[src/hw/rtl/bcc_pkg.sv]
// Package: shared types, widths and event codes of the button click classifier.
package bcc_pkg;

  localparam int unsigned TimeW   = 32;
  localparam int unsigned CfgW    = 16;
  localparam int unsigned CfgIdxW = 1;

  localparam logic [CfgIdxW-1:0] CFG_LONG_PRESS   = 1'd0;
  localparam logic [CfgIdxW-1:0] CFG_DOUBLE_CLICK = 1'd1;

  localparam logic [CfgW-1:0] LONG_PRESS_RST   = 16'd1000;
  localparam logic [CfgW-1:0] DOUBLE_CLICK_RST = 16'd300;

  typedef enum logic [1:0] {
    EV_NONE   = 2'd0,
    EV_LONG   = 2'd1,
    EV_DOUBLE = 2'd2,
    EV_SHORT  = 2'd3
  } click_event_t;

  typedef struct packed {
    logic [TimeW-1:0] now_ms;
    logic             key_down;
  } sample_t;

  typedef struct packed {
    logic [CfgW-1:0] long_press_ms;
    logic [CfgW-1:0] double_click_ms;
  } cfg_t;

endpackage

[src/hw/rtl/bcc_if.sv]
// Interfaces: sample, event and configuration channels.
interface bcc_in_if;
  logic                        valid;
  logic                        ready;
  logic [bcc_pkg::TimeW-1:0]   now_ms;
  logic                        key_down;
  modport source (output valid, output now_ms, output key_down, input ready);
  modport sink   (input valid, input now_ms, input key_down, output ready);
endinterface

interface bcc_out_if;
  logic                        valid;
  logic                        ready;
  bcc_pkg::click_event_t       click_event;
  modport source (output valid, output click_event, input ready);
  modport sink   (input valid, input click_event, output ready);
endinterface

interface bcc_cfg_if;
  logic                        valid;
  logic                        ready;
  logic [bcc_pkg::CfgIdxW-1:0] index;
  logic [bcc_pkg::CfgW-1:0]    data;
  modport source (output valid, output index, output data, input ready);
  modport sink   (input valid, input index, input data, output ready);
endinterface

[src/hw/rtl/bcc_cfg_regs.sv]
// Configuration registers: long press threshold and double click window.
module bcc_cfg_regs (
  input  logic                        clk,
  input  logic                        rst_n,
  input  logic                        wr_en,
  input  logic [bcc_pkg::CfgIdxW-1:0] wr_index,
  input  logic [bcc_pkg::CfgW-1:0]    wr_data,
  output bcc_pkg::cfg_t               cfg
);
  import bcc_pkg::*;

  cfg_t cfg_r;
  cfg_t cfg_nxt;

  always_comb begin
    cfg_nxt = cfg_r;
    if (wr_en) begin
      unique case (wr_index)
        CFG_LONG_PRESS:   cfg_nxt.long_press_ms   = wr_data;
        CFG_DOUBLE_CLICK: cfg_nxt.double_click_ms = wr_data;
        default:          cfg_nxt = cfg_r;
      endcase
    end
  end

  always_ff @(posedge clk) begin
    if (!rst_n) begin
      cfg_r.long_press_ms   <= LONG_PRESS_RST;
      cfg_r.double_click_ms <= DOUBLE_CLICK_RST;
    end else begin
      cfg_r <= cfg_nxt;
    end
  end

  assign cfg = cfg_r;

endmodule

[src/hw/rtl/bcc_classifier.sv]
// Click classifier: button state registers and the per-sample event decision.
module bcc_classifier (
  input  logic                  clk,
  input  logic                  rst_n,
  input  logic                  fire,
  input  bcc_pkg::sample_t      sample,
  input  bcc_pkg::cfg_t         cfg,
  output bcc_pkg::click_event_t ev
);
  import bcc_pkg::*;

  logic             was_down_r,      was_down_nxt;
  logic             short_pending_r, short_pending_nxt;
  logic [TimeW-1:0] press_time_r,    press_time_nxt;
  logic [TimeW-1:0] release_time_r,  release_time_nxt;

  logic [TimeW-1:0] held;
  logic [TimeW-1:0] since_rel;
  logic             is_long;
  logic             in_window;
  logic             rise;
  logic             fall;

  // wrap-around differences
  assign held      = sample.now_ms - press_time_r;
  assign since_rel = sample.now_ms - release_time_r;
  assign is_long   = held >= {{(TimeW-CfgW){1'b0}}, cfg.long_press_ms};
  assign in_window = since_rel <= {{(TimeW-CfgW){1'b0}}, cfg.double_click_ms};
  assign rise      = sample.key_down && !was_down_r;
  assign fall      = !sample.key_down && was_down_r;

  always_comb begin
    was_down_nxt      = was_down_r;
    short_pending_nxt = short_pending_r;
    press_time_nxt    = press_time_r;
    release_time_nxt  = release_time_r;
    ev                = EV_NONE;
    priority if (fall) begin
      was_down_nxt = 1'b0;
      priority if (is_long) begin
        short_pending_nxt = 1'b0;
        ev                = EV_LONG;
      end else if (in_window) begin
        short_pending_nxt = 1'b0;
        release_time_nxt  = '0;
        ev                = EV_DOUBLE;
      end else begin
        // arm; zero elapsed time can never exceed the window
        short_pending_nxt = 1'b1;
        release_time_nxt  = sample.now_ms;
      end
    end else if (rise) begin
      was_down_nxt   = 1'b1;
      press_time_nxt = sample.now_ms;
    end else if (short_pending_r && !sample.key_down && !in_window) begin
      short_pending_nxt = 1'b0;
      ev                = EV_SHORT;
    end else begin
      ev = EV_NONE;
    end
  end

  always_ff @(posedge clk) begin
    if (!rst_n) begin
      was_down_r      <= 1'b0;
      short_pending_r <= 1'b0;
      press_time_r    <= '0;
      release_time_r  <= '0;
    end else if (fire) begin
      was_down_r      <= was_down_nxt;
      short_pending_r <= short_pending_nxt;
      press_time_r    <= press_time_nxt;
      release_time_r  <= release_time_nxt;
    end
  end

`ifndef SYNTH
  a_down_no_event: assert property (@(posedge clk) disable iff (!rst_n)
    fire && sample.key_down |-> ev == EV_NONE)
    else $error("event reported while key is down");

  a_short_clears: assert property (@(posedge clk) disable iff (!rst_n)
    fire && ev == EV_SHORT |=> !short_pending_r)
    else $error("pending short not cleared after report");

  a_short_needs_pending: assert property (@(posedge clk) disable iff (!rst_n)
    fire && ev == EV_SHORT |-> short_pending_r)
    else $error("short reported without a pending short");
`endif

endmodule

[src/hw/rtl/button_click_classifier.sv]
// Top level: button click classifier with sample register and event register.
// Each accepted sample is held in the sample register, then classified into the event register.
// Throughput: one sample per cycle while the event channel takes events; the state update is a subtract-compare.
// A full sample register is held only while the event register is full and not taken.
// Reset (synchronous, rst_n low): channels empty, button state zero,
// thresholds back to 1000 ms long press and 300 ms double click window.
module button_click_classifier (
  input  logic             clk,
  input  logic             rst_n,
  bcc_in_if.sink           in_ch,
  bcc_out_if.source        out_ch,
  bcc_cfg_if.sink          cfg_ch
);
  import bcc_pkg::*;

  // sample (input) register
  logic         in_v_r, in_v_nxt;
  sample_t      in_smp_r;
  // event (output) register
  logic         out_v_r, out_v_nxt;
  click_event_t out_ev_r;

  logic         advance;   // event register can take a new value
  logic         fire;      // registered sample is classified this cycle
  logic         in_take;   // input transaction
  sample_t      in_smp;
  cfg_t         cfg;
  click_event_t ev;

  assign advance = !out_v_r || out_ch.ready;
  assign fire    = in_v_r && advance;
  assign in_take = in_ch.valid && in_ch.ready;

  // accept whenever the sample register is empty or moves on this cycle
  assign in_ch.ready = !in_v_r || advance;

  assign in_smp.now_ms   = in_ch.now_ms;
  assign in_smp.key_down = in_ch.key_down;

  always_comb begin
    in_v_nxt = in_v_r;
    if (in_take) begin
      in_v_nxt = 1'b1;
    end else if (advance) begin
      in_v_nxt = 1'b0;
    end
  end

  assign out_v_nxt = advance ? in_v_r : out_v_r;

  always_ff @(posedge clk) begin
    if (!rst_n) begin
      in_v_r  <= 1'b0;
      out_v_r <= 1'b0;
    end else begin
      in_v_r  <= in_v_nxt;
      out_v_r <= out_v_nxt;
    end
  end

  // payload registers, no reset
  always_ff @(posedge clk) begin
    if (in_take) begin
      in_smp_r <= in_smp;
    end
    if (fire) begin
      out_ev_r <= ev;
    end
  end

  // configuration writes are always taken
  assign cfg_ch.ready = 1'b1;

  bcc_cfg_regs u_cfg (
    .clk      (clk),
    .rst_n    (rst_n),
    .wr_en    (cfg_ch.valid),
    .wr_index (cfg_ch.index),
    .wr_data  (cfg_ch.data),
    .cfg      (cfg)
  );

  // state update and classification happen in the cycle the event is registered
  bcc_classifier u_cls (
    .clk    (clk),
    .rst_n  (rst_n),
    .fire   (fire),
    .sample (in_smp_r),
    .cfg    (cfg),
    .ev     (ev)
  );

  assign out_ch.valid       = out_v_r;
  assign out_ch.click_event = out_ev_r;

`ifndef SYNTH
  a_stall_blocks_input: assert property (@(posedge clk) disable iff (!rst_n)
    in_v_r && !advance |-> !in_ch.ready)
    else $error("input accepted while sample register is stalled");

  a_fire_gives_event: assert property (@(posedge clk) disable iff (!rst_n)
    fire |=> out_v_r)
    else $error("classified sample produced no event");

  a_no_phantom_event: assert property (@(posedge clk) disable iff (!rst_n)
    advance && !in_v_r |=> !out_v_r)
    else $error("event valid without a sample");
`endif

endmodule

[src/flat_wrapper.sv]
// flat-port wrapper written by rule: the top's interface ports become plain ports
module button_click_classifier_flat import bcc_pkg::*;
  (clk, rst_n, in_ch_valid, in_ch_now_ms, in_ch_key_down, in_ch_ready, out_ch_valid, out_ch_click_event, out_ch_ready, cfg_ch_valid, cfg_ch_index, cfg_ch_data, cfg_ch_ready);
  bcc_in_if in_ch_i ();
  bcc_out_if out_ch_i ();
  bcc_cfg_if cfg_ch_i ();
  input  logic clk;
  input  logic rst_n;
  input wire logic [$bits(in_ch_i.valid)-1:0] in_ch_valid;
  input wire logic [$bits(in_ch_i.now_ms)-1:0] in_ch_now_ms;
  input wire logic [$bits(in_ch_i.key_down)-1:0] in_ch_key_down;
  output wire logic [$bits(in_ch_i.ready)-1:0] in_ch_ready;
  output wire logic [$bits(out_ch_i.valid)-1:0] out_ch_valid;
  output wire logic [$bits(out_ch_i.click_event)-1:0] out_ch_click_event;
  input wire logic [$bits(out_ch_i.ready)-1:0] out_ch_ready;
  input wire logic [$bits(cfg_ch_i.valid)-1:0] cfg_ch_valid;
  input wire logic [$bits(cfg_ch_i.index)-1:0] cfg_ch_index;
  input wire logic [$bits(cfg_ch_i.data)-1:0] cfg_ch_data;
  output wire logic [$bits(cfg_ch_i.ready)-1:0] cfg_ch_ready;
  assign in_ch_i.valid = in_ch_valid;
  assign in_ch_i.now_ms = in_ch_now_ms;
  assign in_ch_i.key_down = in_ch_key_down;
  assign in_ch_ready = in_ch_i.ready;
  assign out_ch_valid = out_ch_i.valid;
  assign out_ch_click_event = out_ch_i.click_event;
  assign out_ch_i.ready = out_ch_ready;
  assign cfg_ch_i.valid = cfg_ch_valid;
  assign cfg_ch_i.index = cfg_ch_index;
  assign cfg_ch_i.data = cfg_ch_data;
  assign cfg_ch_ready = cfg_ch_i.ready;
  button_click_classifier u_core (.clk(clk), .rst_n(rst_n), .in_ch(in_ch_i), .out_ch(out_ch_i), .cfg_ch(cfg_ch_i));
endmodule
[config.mk]
export PLATFORM = sky130hd
export DESIGN_NAME = button_click_classifier_flat
export DESIGN_NICKNAME = d
export VERILOG_FILES = /design/src/hw/rtl/bcc_pkg.sv /design/src/hw/rtl/bcc_if.sv /design/src/hw/rtl/bcc_cfg_regs.sv /design/src/hw/rtl/bcc_classifier.sv /design/src/hw/rtl/button_click_classifier.sv /design/src/flat_wrapper.sv
export SDC_FILE = /design/constraint.sdc
export NUM_CORES = 1
export LEC_CHECK = 0
export ABC_CLOCK_PERIOD_IN_PS = 5150
export BUFFER_PORTS_ARGS = -buffer_cell sky130_fd_sc_hd__buf_4
export CAP_MARGIN = 20
export CORE_AREA = 2 2 133 135
export DETAILED_ROUTE_END_ITERATION = 16
export DIE_AREA = 0 0 135 137
export PLACE_DENSITY_LB_ADDON = 0.25
export SYNTH_ARGS = -nofsm -noshare
export SYNTH_HDL_FRONTEND = slang
export SYNTH_SLANG_ARGS = --single-unit
[constraint.sdc]
create_clock -name clk -period 5.15 [get_ports clk]
set_clock_uncertainty 0.1 [all_clocks]
set_input_delay 1.545 -clock clk [delete_from_list [all_inputs] [get_ports clk]]
set_output_delay 1.545 -clock clk [all_outputs]
set_load 0.01 [all_outputs]
Yosys cells after proc, flatten, opt, wreduce, memory -nomap -nowiden
Cells that the tools add are included.
{"block": "word_totals", "register_bits": 135, "input_bits": 55, "out_inout_bits": 5, "elab_cells": 56}
{"block": "classes", "addsub": 2, "n_lt_le_gt_ge": 2, "n_eq_ne": 1, "n_mux": 15, "n_bitwise": 3, "n_reduce_logical": 22}
{"cell": "subtractor 32 bit", "count": 2}
{"cell": ">= comparator 32 x 16 -> 1 bit", "count": 1}
{"cell": "less-or-equal comparator 32 x 16 -> 1 bit", "count": 1}
{"cell": "two-way mux 32 bit", "count": 1}
{"cell": "two-way mux 2 bit", "count": 5}
{"cell": "two-way mux 1 bit", "count": 9}
{"cell": "AND reduction 3 bit", "count": 3}
{"cell": "logical AND 1 bit", "count": 6}
{"cell": "AND reduction 2 bit", "count": 3}
{"cell": "nonzero test 2 bit", "count": 3}
{"cell": "zero test 1 bit", "count": 5}
{"cell": "NOT 1 bit", "count": 3}
{"cell": "logical OR 1 bit", "count": 2}
{"cell": "inequality test 2 x 1 -> 1 bit (second input constant)", "count": 1}

Logic depth before layout (Yosys ltp)
Gate-level depths: netlist of run 1.
{"block": "logic_depth", "word_depth": 7, "mapped_depth": 22, "depth_no_buf": 21}

Cells and area by module
A second synthesis of run 1 with hierarchy kept.
{"block": "unflattened", "cells_unflattened": 1130, "area_unflattened_um2": 9450.3}
{"module": "bcc_classifier", "n_inst": 1, "cells_each": 951, "area_per_inst_um2": 7026.7, "seq_area_each_um2": 1321.3}
{"module": "bcc_cfg_regs", "n_inst": 1, "cells_each": 133, "area_per_inst_um2": 1257.5, "seq_area_each_um2": 640.6}
{"module": "button_click_classifier", "n_inst": 1, "cells_each": 46, "area_per_inst_um2": 1166.1, "seq_area_each_um2": 1091.0}

Worst setup path before layout of run 1
No wires, ideal clock.
{"block": "synth_path", "path_type": "register to register", "startpoint": "register u_core.in_smp_r[1] in the netlist's numbering", "endpoint": "register u_core.u_cls.release_time_r[1]", "setup_time_ns": 0.072, "t_arrival_ns": 4.413, "required_ns": 4.978, "setup_slack_ns": 0.566, "stages_incl_launch_ff": 23, "n_path_buf": 2, "synth_period_minus_slack_ns": 4.584, "cell_sequence": "edfxtp_1 > inv_1 > ha_1 > inv_1 > fa_1 > a211oi_1 > o211ai_1 > and4_1 > or2_2 > buf_2 > xor2_1 > ha_1 > nand2_1 > nor2_1 > a2111oi_0 > nand4_1 > nor3_1 > o2111ai_1 > nor4_1 > nand4_2 > nor3_4 > buf_8 > mux2i_1"}
{"block": "synth_via", "elab_chain_len": 4, "elab_cells_between_ends": 7, "classes_between": "add/sub: 2; order compare: 2; mux: 1; bitwise: 1; reduce/logical: 1"}
{"item": "start, declared", "line_no": "button_click_classifier.sv:18", "rtl": "sample_t in_smp_r;"}
{"item": "start signal, assigned", "line_no": "button_click_classifier.sv:64", "rtl": "in_smp_r <= in_smp;"}
{"item": "subtractor 32 bit", "line_no": "bcc_classifier.sv:25", "rtl": "assign held = sample.now_ms - press_time_r;"}
{"item": ">= comparator 32 x 16 -> 1 bit", "line_no": "bcc_classifier.sv:27", "rtl": "assign is_long = held >= {{(TimeW-CfgW){1'b0}}, cfg.long_press_ms};"}
{"item": "NOT 1 bit (no line)"}
{"item": "AND reduction 3 bit (no line)"}
{"item": "end signal, assigned", "line_no": "bcc_classifier.sv:73", "rtl": "release_time_r <= release_time_nxt;"}
{"item": "end, declared", "line_no": "bcc_classifier.sv:15", "rtl": "logic [TimeW-1:0] release_time_r, release_time_nxt;"}
Parallel ways exist; a longest one is shown, timed or not.
A chain may end at the register's enable or synchronous reset.

Worst setup path after layout of run 1
{"block": "layout_path", "startpoint": "register u_core.in_smp_r[1] in the netlist's numbering", "endpoint": "register u_core.u_cls.release_time_r[23]"}
The elaborated chain is that of the path after synthesis.

==> reports/metrics.cfg, run 1 <==
[layout]
seq_area_um2=3050
nNetsFinal=1427
fillers=1428
multi_input_area_um2=6310
antenna_cells=0
area_growth_pct=13.0
drive_gt1_frac=0.120
fin_cells=1512

[worst_hold_path]
min_to=u_core.u_cls.release_time_r[28]
holdPathStages=2
hp-start=u_core.u_cls.release_time_r[28]
holdCritPathClass=reg -> reg

[yosys]
synth_compound_area_frac=0.229
synth_top_family_by_area=compound AO/OA/AOI/OAI gates
synth_area_um2=10000
ys.warnings.count=0
synth_seq_cells=135
synth-simple-area-share=0.200
synth_seq_area_share=0.304
ys_types=84
synthAdderAreaFrac=0.124
synth.area.mux_share=0.0371
synth.avg_cell_area_um2=8.17
async_flop_share=0
syn_inst=1229
synth_edf_count=35
synth-xor-area-share=0.0323
synthFlopType=dfxtp_1
synth_nets=1382

[critical_path]
reg2reg_to=u_core.u_cls.release_time_r[23]
rrSetupSlack_ns=0.25
rr_startpoint=u_core.in_smp_r[1]
crit_required_ns=5.35
cp_data_arrival_time_ns=5.10
crit_path_start_kind=flop
criticalPathCategory=reg -> reg
crit_path_end_kind=flop
crit_fanout=32
reg2reg_depth=22

[power_and_ir_drop]
power.density_nw_per_um2=265
power_mw=3.01
leakage_nw=4.24
vdd_drop_max_v=0.000241

[sta]
fmax_mhz=204
setup-violations-final=0
hold_violations=0
max_slew_margin=0.282
final.setup.tns_ns=0
finalCritPeriodShare=0.952
tightest_slew_ns=1.08
holdWs_ns=0.356
drv_slew=0
fin_crit_ns=4.90

[clocking]
clk_pin_slew_ns=0.06
root_buffer=clkbuf_16
cts.path.max_buffers=2
cts_tree=built
clkLatencyLatePin_ns=0.43
cts_max_level=4
clock_sinks=135
numCtsBuffers=17

[grt]
grt_start_max_net_pins=116
grt_pass1_vias=8287
grt_overflow=0
grt_pass1_wl_um=42200
antenna_found_initial=0
grtUsageTotal=0.291

[die]
fp-row-count=48
start_util=0.589
fp.dieW_um=135
die_y_um=137
ioPinCount=60
die_area_um2=18500
core-area_um2=17100

[route]
post_drt_wl_per_cell_um=17.8
ant_nets=0
vias=9099
postRouteWirelength_um=26800
dr.pass1.iters=5
drtIter0Drc=754
viasPerCell=6.02
drc_errors=0

[outcome]
status=completed

[placed_design]
portBuffers=58
hpwlAfterDp_um=20300
finalWeightedCongestion=0.939
placedCellCount=1474

[run]
cap_violations=0

[cell type report]
type,count,area share
Clock buffer,19,0.0419
Timing Repair Buffer,86,0.0650
Multi-Input combinational cell,930,0.556
Clock inverter,13,0.00904
Tap cell,225,0.0248
Sequential cell,135,0.269
Inverter,104,0.0344
[what timing repair did]
item,4_1_cts,5_1_grt
endpoints found under the hold margin,0,0
hold buffers,0,0
setup buffers,0,4
gates resized for setup,0,17
setup endpoints to repair,0,35
[where the power goes]
group	internal, mW	switching (mW)
Clock	0.684	0.507
Sequential	1.13	0.0327
Combinational	0.269	0.385
Total	2.08	0.925
[cells in the final DEF (no fill, tap or decap), types with 40 or more instances in the layout]
master | Yosys | routed
a21boi_0 | 61 | 60
a21oi_1 | 66 | 65
buf_4 | 5 | 80
dfxtp_1 | 100 | 100
ha_1 | 96 | 95
inv_1 | 104 | 104
nand2_1 | 226 | 226
nand3_1 | 50 | 50
nor2_1 | 41 | 41
o21ai_0 | 42 | 40
[layer usage]
| layer | GRT usage | up-vias | share of wire |
|---|---|---|---|
| li1 | - | 4480 | - |
| met3 | 0.0511 | 35 | 0.055 |
| met2 | 0.468 | 254 | 0.46 |
| met4 | 0.0874 | 0 | 0.018 |
| met1 | 0.402 | 4330 | 0.47 |
| met5 | 0 | - | 0 |
[critical path, cell delays in order (launching register included)]
cell and delay (ns):
edfxtp_1 0.37, inv_1 0.08, ha_1 0.22, fa_1 0.42, nor2b_1 0.19, o2111ai_1 0.26
a21oi_1 0.26, o21ai_0 0.08, nor2b_1 0.15, xnor2_1 0.15, ha_1 0.32, nand4_1 0.13
nor4_1 0.38, nor2_1 0.08, o31ai_1 0.08, o221ai_1 0.19, a2111oi_0 0.34, o2111ai_1 0.18
nand4b_1 0.19, buf_4 0.19, buf_12 0.17, nand3_1 0.11, mux2i_1 0.11
[cells by family after synthesis]
kind of cell	Yosys count
compound gates	326
xor+xnor	37
fa+ha+maj	98
buf+inv	164
flops	135
mux	37
other cells	1
simple gates	431
[metrics by stage]
step / cell area [um2] / utilization / setup WS (ns)
after floorplan: 10000 / - / 0.566
after global placement: 10600 / 0.621 / 0.224
after detailed placement: 10600 / 0.623 / 0.114
after CTS: 11200 / 0.656 / 0.0467
after global routing: 11300 / 0.665 / -0.0391
final: 11300 / 0.665 / 0.245
[cells in the mapped netlist (all sizes together), types with 3 or more instances]
cell	number	area (um2)
a2111oi	11	115
a211o	4	35.0
a211oi	16	125
a21boi	61	458
a21o	16	121
a21oi	72	390
a311oi	3	26.3
a31oi	10	62.6
and2	8	50.1
and2b	3	22.5
and3	4	26.3
and4	4	35.0
buf	21	180
clkbuf	37	149
dfxtp	100	2000
edfxtp	35	1050
ha	96	1200
inv	104	390
mux2i	35	350
nand2	226	848
nand2b	10	62.6
nand3	50	250
nand4	22	150
nor2	41	154
nor2b	12	75.1
nor3	23	126
nor4	7	43.8
o2111ai	8	87.6
o211ai	28	210
o21a	20	159
o21ai	42	210
o21bai	4	30.0
o221ai	4	35.0
o22ai	5	31.3
or2	4	25.0
or3	6	38.8
xnor2	20	175
xor2	17	149
[sequential cells by signal (all words and copies together) (netlist names)]
signal	flops
u_core.u_cfg.cfg	32
u_core.u_cls.short_pending_r	1
u_core.out_ch.click_event	2
u_core.out_ch.valid	1
u_core.in_v_r	1
u_core.u_cls.release_time_r	32
u_core.u_cls.was_down_r	1
u_core.in_smp_r	33
u_core.u_cls.press_time_r	32
[how the worst max path moves through the flow]
stage | cells after the start | from | slack [ns] | end
after floorplan | 22 | u_core.in_smp_r[1] | 0.57 | u_core.u_cls.release_time_r[1]
after global placement | 21 | u_core.in_smp_r[1] | 0.22 | u_core.u_cls.release_time_r[1]
after detailed placement | 21 | u_core.in_smp_r[1] | 0.11 | u_core.u_cls.release_time_r[27]
after CTS | 21 | u_core.in_smp_r[1] | 0.05 | u_core.u_cls.release_time_r[23]
after global routing | 22 | u_core.in_smp_r[4] | -0.04 | u_core.u_cls.release_time_r[26]
final | 22 | u_core.in_smp_r[1] | 0.25 | u_core.u_cls.release_time_r[23]
Power figures use the tool's default switching activity.
==> run 2: changes to the inputs <==
CORE_AREA = 2 2 122 147   (was 2 2 133 135)
DIE_AREA = 0 0 124 149   (was 0 0 135 137)
==> run 2 against run 1 <==
Compared with the run above:
- hold slack about the same
- non-clock buffer count shrank 8
- sequential power hardly changed
- largest cell class unchanged
- clock-buffer cell count grew 4
- sequential share of layout area is 0.16 points higher
- core utilization fell by 1.1 points
- sequential cell count did not move
- die area fell by 0.10%
==> reports/metrics.cfg, run 2 (synthesis results as in run 1) <==
[layout]
utilization=0.654  ; -0.0111
stdcell_area_um2=11300  ; -0.60%
area_growth_pct=12.4
fin_cells=1499  ; -0.86%
nNetsFinal=1419  ; -0.56%
largest_reg_flops=33  ; unchanged
drive_gt1_frac=0.120  ; -0.000810
antenna_cells=0  ; unchanged
mostFrequentLayoutCell=nand2_1
layout_common_cells=nand2_1 (226), inv_1 (103), dfxtp_1 (100), ha_1 (95), buf_4 (73)
regMostFlops=u_core.in_smp_r

[clocking]
cts_max_level=4  ; unchanged
clock_sinks=135  ; unchanged
clkLatencyLatePin_ns=0.44  ; about the same
clk_pin_slew_ns=0.06  ; about the same
cts.path.max_buffers=2  ; unchanged
cts_tree=built
numCtsBuffers=17  ; unchanged
root_buffer=clkbuf_16

[power_and_ir_drop]
intPower_mw=2.12  ; +1.7%
power.density_nw_per_um2=267  ; +0.67%
swShare=0.296  ; -0.0112
leakage_nw=4.20  ; -0.94%
power_frac_comb=0.216  ; -0.002
p_seq_frac=0.387  ; about the same
p_sw_uw=892  ; -3.6%
vdd_drop_max_v=0.000166  ; -31%
clockPowerShare=0.397  ; about the same

[route]
post_drt_wl_per_cell_um=18.2  ; +2.4%
ant_nets=0  ; unchanged
postRouteWirelength_um=27200  ; +1.5%
dr.pass1.iters=5  ; unchanged
vias=9154  ; +0.60%
drc_errors=0  ; unchanged
drtIter0Drc=621  ; -18%
viasPerCell=6.11  ; +1.5%

[die]
fp.dieW_um=124  ; -8.1%
start_util=0.582  ; -0.00632
core-area_um2=17200  ; +1.1%
fp-row-count=53  ; +10%
ioPinCount=60  ; unchanged
die_area_um2=18500  ; -0.10%
die_y_um=149  ; +8.8%

[grt]
grt_start_max_net_pins=50  ; -57%
grt_pass1_vias=8552  ; +3.2%
grt_overflow=0  ; unchanged
grtUsageTotal=0.297  ; +0.00563
grt_pass1_wl_um=42600  ; +0.91%
antenna_found_initial=0  ; unchanged

[critical_path]
cp_data_arrival_time_ns=5.00  ; -0.10 ns
crit_required_ns=5.24  ; -0.11 ns
criticalPathCategory=reg -> reg
crit_path_start_kind=flop
crit_path_end_kind=flop
crit_fanout=36  ; +13%

[outcome]
status=completed

[placed_design]
placed_area_um2=10500  ; -0.66%
finalWeightedCongestion=0.951  ; +1.2%
portBuffers=58  ; unchanged
hpwlAfterDp_um=20400  ; +0.19%
placedCellCount=1463  ; -0.75%

[sta]
max_slew_margin=0.460  ; +0.178
final.setup.tns_ns=0  ; unchanged
fin_crit_ns=4.92  ; +0.0111 ns
drv_slew=0  ; unchanged
fmax_mhz=203  ; -0.23%
tightest_slew_ns=0.809  ; -0.268 ns
setup-violations-final=0  ; unchanged
holdWs_ns=0.357  ; +0.000131 ns
hold_violations=0  ; unchanged
finalCritPeriodShare=0.955  ; +0.00215

[worst_hold_path]
holdCritPathClass=reg -> reg

[run]
cap_violations=0  ; unchanged

run 2: cell types whose count changed in the layout (fill, tap and decap cells not counted), moves of 2 or more:
cell / change
a21oi_1: -2
inv_6: -5
xor2_2: -2
a21oi_2: +2
clkbuf_8: +4
buf_4: -7
clkinv_2: +3
xor2_1: +2
run 2: worst max-delay path, stage by stage, from the launching register on:
cell       delay, ns
edfxtp_1        0.38
inv_2           0.05
ha_1            0.21
fa_1            0.41
nor2b_1         0.21
o2111ai_2       0.21
a21oi_2         0.22
o21ai_0         0.09
nor2b_1         0.15
xnor2_1         0.14
ha_1            0.32
nand4_1         0.16
nor4_2          0.33
nor2_1          0.07
o31ai_1         0.06
o221ai_1        0.19
a2111oi_1       0.37
o2111ai_1       0.19
nand4b_1        0.27
buf_12          0.24
mux2_2          0.28
run 2: routing by layer:
layer / GRT usage / wire length [um]
met4: 0.131 / 1130
met1: 0.367 / 11600
met5: 0 / 0
met2: 0.495 / 13100
met3: 0.0638 / 1350
run 2: stage by stage:
step | total power [mW] | worst slack (ns)
finish | 3.01 | 0.234
global route | 3.13 | -0.0742
CTS | 2.99 | 0.0248
detailed placement | 1.81 | 0.124
global placement | 1.80 | 0.252
floorplan | 1.63 | 0.566
run 2: worst paths after layout:
path | startpoint | endpoint | slack [ns] | cells after the start
worst min-delay path | u_core.u_cls.release_time_r[13] | u_core.u_cls.release_time_r[13] | 0.36 | 2
worst min register to register | u_core.u_cls.release_time_r[13] | u_core.u_cls.release_time_r[13] | 0.36 | 2
worst max register to register | u_core.in_smp_r[1] | u_core.out_ch.click_event[1] | 0.23 | 20
worst max-delay path | u_core.in_smp_r[1] | u_core.out_ch.click_event[1] | 0.23 | 20
run 2: layout make-up:
class                   instances  area, um2
multi-input cells             930       6320
fillers                      1517       5960
flip-flops and latches        135       3050
repair buffers                 78        649
clock buffers                  23        531
inverters                     104        390
well taps                     220        275
clock inverters                 9       58.8
run 2: power by group through the flow:
stage	Clock (mW)	Combinational [mW]	Sequential [mW]
after floorplan	0	0.459	1.17
after global placement	0	0.613	1.18
after detailed placement	0	0.622	1.19
after CTS	1.20	0.628	1.16
after global routing	1.24	0.722	1.17
final	1.19	0.651	1.16
run 2: repair_timing:
item,CTS,global route
hold buffers,0,0
gates resized for setup,0,23
endpoints found under the setup margin,0,35
setup buffers,0,1
==> run 3: changes to the inputs <==
CTS_BUF_LIST = sky130_fd_sc_hd__clkbuf_4   (was unset)
==> run 3 against run 2 <==
Compared with the run above:
- wire length is 1.3% lower
- hold slack better by 0.0077 ns
- combinational power about the same
- power shrank 17%
- die area stayed put
- register-to-register slack lost 0.05 ns
- core utilization decreased by 1.7 points
- setup slack got worse by 0.047 ns
- first-iteration DRC count up 2.1%
- sequential cell count is the same
- non-clock buffer count grew 1
- via count shrank 0.48%
- largest cell class unchanged
==> reports/metrics.cfg, run 3 (synthesis results as in run 1) <==
[sta]
final.setup.tns_ns=0  ; unchanged
fin_crit_ns=4.96  ; +0.0473 ns
max_slew_margin=0.448  ; -0.0121
setup-violations-final=0  ; unchanged
drv_slew=0  ; unchanged
setup_ws_ns=0.187  ; -0.0473 ns
hold_violations=0  ; unchanged
tightest_slew_ns=0.828  ; +0.0182 ns
fmax_mhz=201  ; -0.95%
finalCritPeriodShare=0.964  ; +0.00919

[clocking]
clk_pin_slew_ns=0.12  ; +0.06 ns
cts.path.max_buffers=2  ; unchanged
holdBufCountCts=0  ; unchanged
root_buffer=clkbuf_4
cts_tree=built
numCtsBuffers=17  ; unchanged
cts_max_level=4  ; unchanged
clock_sinks=135  ; unchanged
clkLatencyLatePin_ns=0.56  ; +0.12 ns

[die]
die_y_um=149  ; unchanged
core-area_um2=17200  ; unchanged
fp.dieW_um=124  ; unchanged
start_util=0.582  ; unchanged
fp-row-count=53  ; unchanged
die_area_um2=18500  ; unchanged
ioPinCount=60  ; unchanged

[layout]
regMostFlops=u_core.in_smp_r
drive_gt1_frac=0.118  ; -0.00166
largest_reg_flops=33  ; unchanged
fillers=1573  ; +3.7%
area_growth_pct=9.38
layout_common_cells=nand2_1 (226), inv_1 (104), dfxtp_1 (100), ha_1 (96), buf_4 (73)
fin_cells=1501  ; +0.13%
mostFrequentLayoutCell=nand2_1
nNetsFinal=1420  ; +0.070%

[grt]
antenna_found_initial=1  ; +1
grt_pass1_wl_um=41800  ; -1.8%
grt_overflow=0  ; unchanged
grt_start_max_net_pins=50  ; unchanged
grt_pass1_vias=8401  ; -1.8%
grtUsageTotal=0.291  ; -0.00601

[critical_path]
cpLargestDelayFamily=compound AO/OA/AOI/OAI gates
path_cells=ha_1 -> a21o_1 -> a21oi_2 -> a21oi_2 -> o211ai_1 -> nand2b_1 -> a21o_1 -> a21oi_2 -> xnor2_1 -> ha_1 -> nand3b_1 -> a2111oi_2 -> nand4_1 -> nor3_2 -> o2111ai_2 -> nor4_2 -> nand4_2 -> nor3_4 -> buf_12 -> clkbuf_16 -> mux2i_1
crit_path_start_kind=flop
crit_path_end_kind=flop
cp_common_cell=a21oi_2
crit_required_ns=5.54  ; +0.30 ns
crit_fanout=8  ; -78%
critPathBufInv=2  ; unchanged
cp_data_arrival_time_ns=5.35  ; +0.35 ns
slowest_stage=edfxtp_1
critPathMaxStageDelay_ns=0.48  ; +0.07 ns
criticalPathCategory=reg -> reg

[route]
vias=9110  ; -0.48%
post_drt_wl_per_cell_um=17.9  ; -1.5%
drtIter0Drc=634  ; +2.1%
dr.pass1.iters=5  ; unchanged
ant_nets=0  ; unchanged
postRouteWirelength_um=26900  ; -1.3%
viasPerCell=6.07  ; -0.61%
drc_errors=0  ; unchanged

[placed_design]
hpwlAfterDp_um=20400  ; unchanged
portBuffers=58  ; unchanged
finalWeightedCongestion=0.951  ; unchanged
placedCellCount=1463  ; unchanged
post-place-ws_ns=0.124  ; unchanged

[power_and_ir_drop]
vdd_drop_max_v=0.000128  ; -23%
leakage_nw=4.06  ; -3.4%
power.density_nw_per_um2=227  ; -15%

[run]
cap_violations=0  ; unchanged

[worst_hold_path]
holdCritPathClass=reg -> reg

[outcome]
status=completed

## run 3: cell count changes in the layout (fill, tap and decap cells not counted)
cell       delta
buf_12        +1
bufinv_16     +2
clkbuf_16    -19
clkbuf_4     +17
clkbuf_8      -4
clkinv_1      +3
diode_2       +1
ha_1          +1
ha_2          -1
inv_1         +1
nor2_1        -1
nor2_2        +1
o2111ai_1     -1
o2111ai_2     +1
## run 3: final timing paths
check,startpoint,endpoint,slack (ns),cells past startpoint
worst max-delay path,u_core.in_smp_r[4],u_core.u_cls.release_time_r[25],0.19,21
worst min-delay path,u_core.u_cls.release_time_r[11],u_core.u_cls.release_time_r[11],0.36,2
worst max register to register,u_core.in_smp_r[4],u_core.u_cls.release_time_r[25],0.19,21
worst min register to register,u_core.u_cls.release_time_r[11],u_core.u_cls.release_time_r[11],0.36,2
## run 3: cell type report
cell class,instances,area [um2],area share
multi-input combinational,930,6330,0.576
sequential,135,3050,0.278
timing repair buffer,79,669,0.0610
inverter,104,390,0.0355
tap,220,275,0.0251
clock inverter,15,134,0.0122
clock buffer,17,128,0.0116
antenna,1,2.50,0.000228
## run 3: per-stage QoR
| step | total power, mW | instance area [um2] | hold slack (ns) | utilization |
|---|---|---|---|---|
| global route | 2.62 | 11000 | 0.380 | 0.637 |
| detailed placement | 1.81 | 10500 | 0.350 | 0.612 |
| floorplan | 1.63 | 10000 | 0.335 | - |
| global placement | 1.80 | 10500 | 0.342 | 0.612 |
| CTS | 2.48 | 10800 | 0.365 | 0.627 |
| finish | 2.49 | 11000 | 0.364 | 0.637 |
## run 3: repair_timing
item | CTS | global route
buffers inserted | 0 | 2
gates cloned | 0 | 3
resized for setup | 1 | 22
pin swaps | 0 | 15
setup endpoints to repair | 1 | 35
## run 3: routing by layer
metal  vias to the layer above  global-route usage  part of all wire
met1                      4306               0.364              0.43
met2                       274               0.491              0.49
met5                         -                   0                 0
met3                        69              0.0619             0.049
met4                         0               0.103             0.032
li1                       4461                   -                 -
## run 3: worst register-to-register path: stages, from the launching register on
cell       delay [ns]
edfxtp_1         0.48
ha_1             0.42
a21o_1           0.23
a21oi_2          0.23
a21oi_2          0.09
o211ai_1         0.22
nand2b_1         0.09
a21o_1           0.22
a21oi_2          0.14
xnor2_1          0.10
ha_1             0.19
nand3b_1         0.16
a2111oi_2        0.38
nand4_1          0.15
nor3_2           0.26
o2111ai_2        0.16
nor4_2           0.35
nand4_2          0.17
nor3_4           0.25
buf_12           0.16
clkbuf_16        0.16
mux2i_1          0.20
## run 3: power breakdown
part           total (mW)  leakage [nW]  switching (mW)  internal [mW]
Combinational       0.650          2.75           0.385          0.265
Clock               0.678         0.153           0.397          0.281
Sequential           1.16          1.15          0.0340           1.13
